## config.mk

```make
export PLATFORM = sky130hd
export DESIGN_NAME = ctle_ctrl
export DESIGN_NICKNAME = d
export VERILOG_FILES = /design/src/sv/ctle_pkg.sv /design/src/sv/ctle_ctrl.sv
export VERILOG_INCLUDE_DIRS = /design/src /design/src/sv
export SDC_FILE = /design/constraint.sdc
export NUM_CORES = 1
export LEC_CHECK = 0
export ABC_AREA = 1
export BUFFER_PORTS_ARGS = -buffer_cell sky130_fd_sc_hd__buf_2
export CORE_AREA = 8 8 45 47
export DETAILED_ROUTE_END_ITERATION = 7
export DIE_AREA = 0 0 53 55
export SYNTH_ARGS = -nofsm -noshare
export SYNTH_HDL_FRONTEND = slang
export SYNTH_SLANG_ARGS = --single-unit
```

## constraint.sdc

```tcl
create_clock -name clk -period 1.1 [get_ports clk]
set_clock_uncertainty 0.15 [all_clocks]
set_input_delay 0.22 -clock clk [delete_from_list [all_inputs] [get_ports clk]]
set_output_delay 0.22 -clock clk [all_outputs]
set_load 0.005 [all_outputs]
```

## src/sv/cursor_text_list_editor_unit_macros.svh

```systemverilog
// ----------------------------------------------------------------------------
// Assertion macros for the cursor text list editor
// Shared concurrent check forms; the using scope provides clk and rst.
// ----------------------------------------------------------------------------
`ifndef CURSOR_TEXT_LIST_EDITOR_UNIT_MACROS_SVH
`define CURSOR_TEXT_LIST_EDITOR_UNIT_MACROS_SVH

// same-cycle implication
`define CTLE_ASSERT_NOW(lbl, ante, cons, msg) \
  lbl: assert property (@(posedge clk) disable iff (rst) (ante) |-> (cons)) \
    else $error(msg);

// next-cycle implication
`define CTLE_ASSERT_NEXT(lbl, ante, cons, msg) \
  lbl: assert property (@(posedge clk) disable iff (rst) (ante) |=> (cons)) \
    else $error(msg);

`endif

```

## src/sv/ctle_pkg.sv

```systemverilog
// ----------------------------------------------------------------------------
// ctle_pkg
// Command and status codes and controller/datapath link types.
// ----------------------------------------------------------------------------
`default_nettype none

package ctle_pkg;

  localparam logic [2:0] CMD_INSERT    = 3'd0;
  localparam logic [2:0] CMD_LEFT      = 3'd1;
  localparam logic [2:0] CMD_RIGHT     = 3'd2;
  localparam logic [2:0] CMD_BACKSPACE = 3'd3;
  localparam logic [2:0] CMD_RESTART   = 3'd4;
  localparam logic [2:0] CMD_READ      = 3'd5;

  localparam logic [1:0] ST_OK      = 2'd0;
  localparam logic [1:0] ST_IGNORED = 2'd1;
  localparam logic [1:0] ST_FULL    = 2'd2;

  // controller -> datapath
  typedef struct packed {
    logic idle;    // ready for a new word
    logic rd;      // memory read phase
    logic wr1;     // first link write phase
    logic wr2;     // second link write phase (insert only)
    logic finish;  // result phase
  } ctl_t;

  // datapath -> controller
  typedef struct packed {
    logic take;      // input word offered
    logic skip;      // offered word needs no memory access
    logic link2;     // latched word needs the second write phase
    logic out_free;  // output register can load
  } stat_t;

endpackage

`default_nettype wire

```

## src/sv/ctle_ctrl.sv

```systemverilog
// ----------------------------------------------------------------------------
// ctle_ctrl
// Phase sequencer: idle, memory read, link writes, result.
// ----------------------------------------------------------------------------
`default_nettype none

`include "cursor_text_list_editor_unit_macros.svh"

module ctle_ctrl (
  input  wire logic            clk,
  input  wire logic            rst,
  input  wire ctle_pkg::stat_t stat,
  output ctle_pkg::ctl_t       ctl
);

  typedef enum logic [4:0] {
    S_IDLE   = 5'b00001,
    S_READ   = 5'b00010,
    S_LINK1  = 5'b00100,
    S_LINK2  = 5'b01000,
    S_RESULT = 5'b10000
  } state_t;

  state_t state, state_next;

  always_ff @(posedge clk) begin
    if (rst) begin
      state <= S_IDLE;
    end else begin
      state <= state_next;
    end
  end

  always_comb begin
    state_next = state;
    case (state)
      S_IDLE: begin
        if (stat.take) begin
          state_next = stat.skip ? S_RESULT : S_READ;
        end
      end
      S_READ:  state_next = S_LINK1;
      S_LINK1: state_next = stat.link2 ? S_LINK2 : S_RESULT;
      S_LINK2: state_next = S_RESULT;
      S_RESULT: begin
        if (stat.out_free) begin
          state_next = S_IDLE;
        end
      end
      default: state_next = S_IDLE;
    endcase
  end

  assign ctl.idle   = (state == S_IDLE);
  assign ctl.rd     = (state == S_READ);
  assign ctl.wr1    = (state == S_LINK1);
  assign ctl.wr2    = (state == S_LINK2);
  assign ctl.finish = (state == S_RESULT);

  `CTLE_ASSERT_NEXT(a_read_then_link, state == S_READ, state == S_LINK1, "read not followed by link")
  `CTLE_ASSERT_NEXT(a_link2_then_result, state == S_LINK2, state == S_RESULT, "link2 not followed by result")
  `CTLE_ASSERT_NEXT(a_result_holds, (state == S_RESULT) && !stat.out_free, state == S_RESULT, "result dropped while output busy")

endmodule

`default_nettype wire

```

==> reports/metrics.yaml <==
die_width_um: 53
reg_top3: "state (5)"
timing.setup.critical_path_class: "flop to primary output"
syn_nets: 48
asyncSetResetFlopFracSynth_pct: 0
dr.first_iter.drc_count: 13
floorplan.die_area_mm2: 0.002915
via_count: 385
final_hold_viol_count: 0
place.port_buffers: 10
synthesis.area_per_instance_um2: 6.792
first_global_vias: 434
worst_setup_path_start_kind: "flop"
unrepaired_setup_endpoints_after_global_routing: "yes"
timing_worst_slew_pin_value_ps: 220.1
cell_taking_the_most_area_after_synthesis: "dfxtp_1"
status: "finished with violations"
syn-instance-count: 42
cts_buffers: 3
post_synth_num_cell_types: 13
drt-wirelength-per-cell_um: 12.07
most_instantiated_library_cell_after_synthesis: "inv_1"
flow.area_growth_from_synthesis_pct: 88.16
maxSlewViolCount: 0
largest_stage_delay_worst_path_ps: 360
path_max_fanout: 4
worst_hold_path_type: "primary input to flop"
num_rows: 14
detail_route.first_pass.iterations: 4
clk_pin_slew_worst_paths_ps: 50
path_cells: "nor2_4, nand4_1, inv_2, buf_6"
drc: 0
critPathRequiredTime_ps: 730
min_period_ps: 1453
design.portCount: 11
regToRegStartpoint: "state[3]$_SDFFE_PP0P_"
fin_nets: 77
antennaDiodeCount: 0
ys_seq_area_share_pct: 35.09
final_design_area_no_fill_um2: 536.8
critPathSlowestCell: "dfxtp_4"
worst_case_setup_margin_in_the_final_layout_ps: -353.2
final-seq-area_um2: 108.9
largest_register_ff_count: 5
clockRootBuffer: "clkbuf_4"
gp_routability_congestion: 0.7908
htreeDepth: 1
worst_ir_drop_vdd_v: 0.0007480
synth_area_leaders: "dfxtp_1 35%, inv_1 13%, nand4_1 13%"
drive_gt1_share_pct: 65.71
worst_skew_pair.late_latency_ps: 240
netlist_top_cells_count: "10 x inv_1, 6 x nand4_1, 5 x dfxtp_1"
max_slew_margin_pct: 85.20
cts_tree: "built"
cts_hold_buffers: 0
min_from: "stat[2]"
detailed_place.area_um2: 377.9
postSynthRegisterBits: 5
final_core_utilization_pct: 38.79
p_leak_uw: 0.0002899
grt.total_usage_pct: 7.919
detail_route.vias_per_cell: 4.477
dp_worst_setup_slack_ps: -120.0
die-height_um: 55
totalNegativeSetupSlack_ps: -2482
initial_core_util_pct: 20.61
drv.max_cap_violation_count: 0
first_pass_grt_wire_length_mm: 1.628
post-dp-hpwl_um: 631.6
registers.top_by_ff_count: "state"
tritoncts_num_sinks: 5
drt-total-wl_mm: 1.038
grt_start_max_net_pins: 9
fin_crit_sh_pct: 132.1
power-per-cell-area_mw_per_mm2: 1414
yosys_warnings: 0
clock_tree_buffer_depth: 2
cell_area_after_technology_mapping_um2: 285.3
design.core.area_mm2: 0.001384
fillers: 158
critical_path_endpoint_category: "primary output"
synth_flop_cell: "dfxtp_1"
antenna_found_initial: 0
fmaxAchievable_mhz: 688.2
p_total_uw: 759.2
critPathBufInv: 2
drt.antenna.violating_nets: 0
synth_enable_flop_cells: 0
multi_input_comb_area_um2: 161.4
cp_top_family: "flip-flops"
post-synth-top-area-fraction_pct: 35.09
violated_checks: "setup timing"
overflow: 0
report.final.setup_viol: 10
crit_path_start: "state[3]$_SDFFE_PP0P_"
worst_ep_arrival_time_ps: 1080
==> layer usage <==
layer | wire (um) | GRT usage, %
met2 | 571 | 13.48
met5 | 0 | 0
met4 | 32 | 9.052
met3 | 92 | 3.476
met1 | 341 | 6.373
==> per-stage QoR <==
stage / hold slack [ps] / std cells
after global routing: 25.90 / 86
final: 23.66 / 86
after floorplan: 139.1 / 42
after CTS: 18.54 / 84
after detailed placement: 277.4 / 71
after global placement: 273.2 / 71
==> power breakdown <==
group | total [uW] | leakage, uW | switching, uW | internal [uW]
Clock | 218 | 0.0000150 | 81.0 | 137
Sequential | 223 | 0.0000428 | 21.2 | 202
Combinational | 318 | 0.000232 | 143 | 175
Total | 759 | 0.000290 | 245 | 514
==> layout by cell type, fill, tap and decap left out, types with 2 or more instances in the layout <==
| cell | instances |
|---|---|
| inv_2 | 6 |
| nor2_2 | 2 |
| dfxtp_2 | 4 |
| nand3_1 | 4 |
| nor2_4 | 3 |
| nor2_1 | 3 |
| nand2_1 | 2 |
| inv_1 | 6 |
| nand4_1 | 6 |
| clkbuf_4 | 3 |
| buf_2 | 8 |
| buf_6 | 4 |
| buf_4 | 12 |
==> worst register-to-register path: stages, from the launching register on <==
cell and delay [ps]:
dfxtp_4 360, nor2_4 150, buf_4 130, buf_6 90, nand4_1 140, buf_4 180, buf_4 120, nand3_1 60
==> cells by family after synthesis <==
kind of cell | after synthesis | share of synthesized area (%)
AND/OR/NAND/NOR | 24 | 47.37
flip-flops | 5 | 35.09
buffers and inverters | 12 | 15.79
AO/OA/AOI/OAI | 1 | 1.753
==> repair_timing <==
item | 4_1_cts | 5_1_grt
gates resized for setup | 11 | 8
pin swaps | 4 | 5
setup endpoints to repair | 9 | 10
setup buffers | 9 | 5
==> final timing paths <==
path                      endpoint  slack, ps  cells after the start
max                         ctl[3]       -350                      4
min          state[1]$_SDFFE_PP0P_         20                      2
max reg2reg  state[0]$_SDFFE_PP1P_       -340                      7
min reg2reg  state[2]$_SDFFE_PP0P_        510                      3
==> cell type report <==
cell class / count / share of cell area, %
well taps: 16 / 3.730
inverters: 12 / 8.392
repair buffers: 24 / 32.63
flip-flops and latches: 5 / 20.28
clock buffers: 4 / 4.895
multi-input cells: 25 / 30.07
No activity file was read; power rests on OpenSTA's default activity.
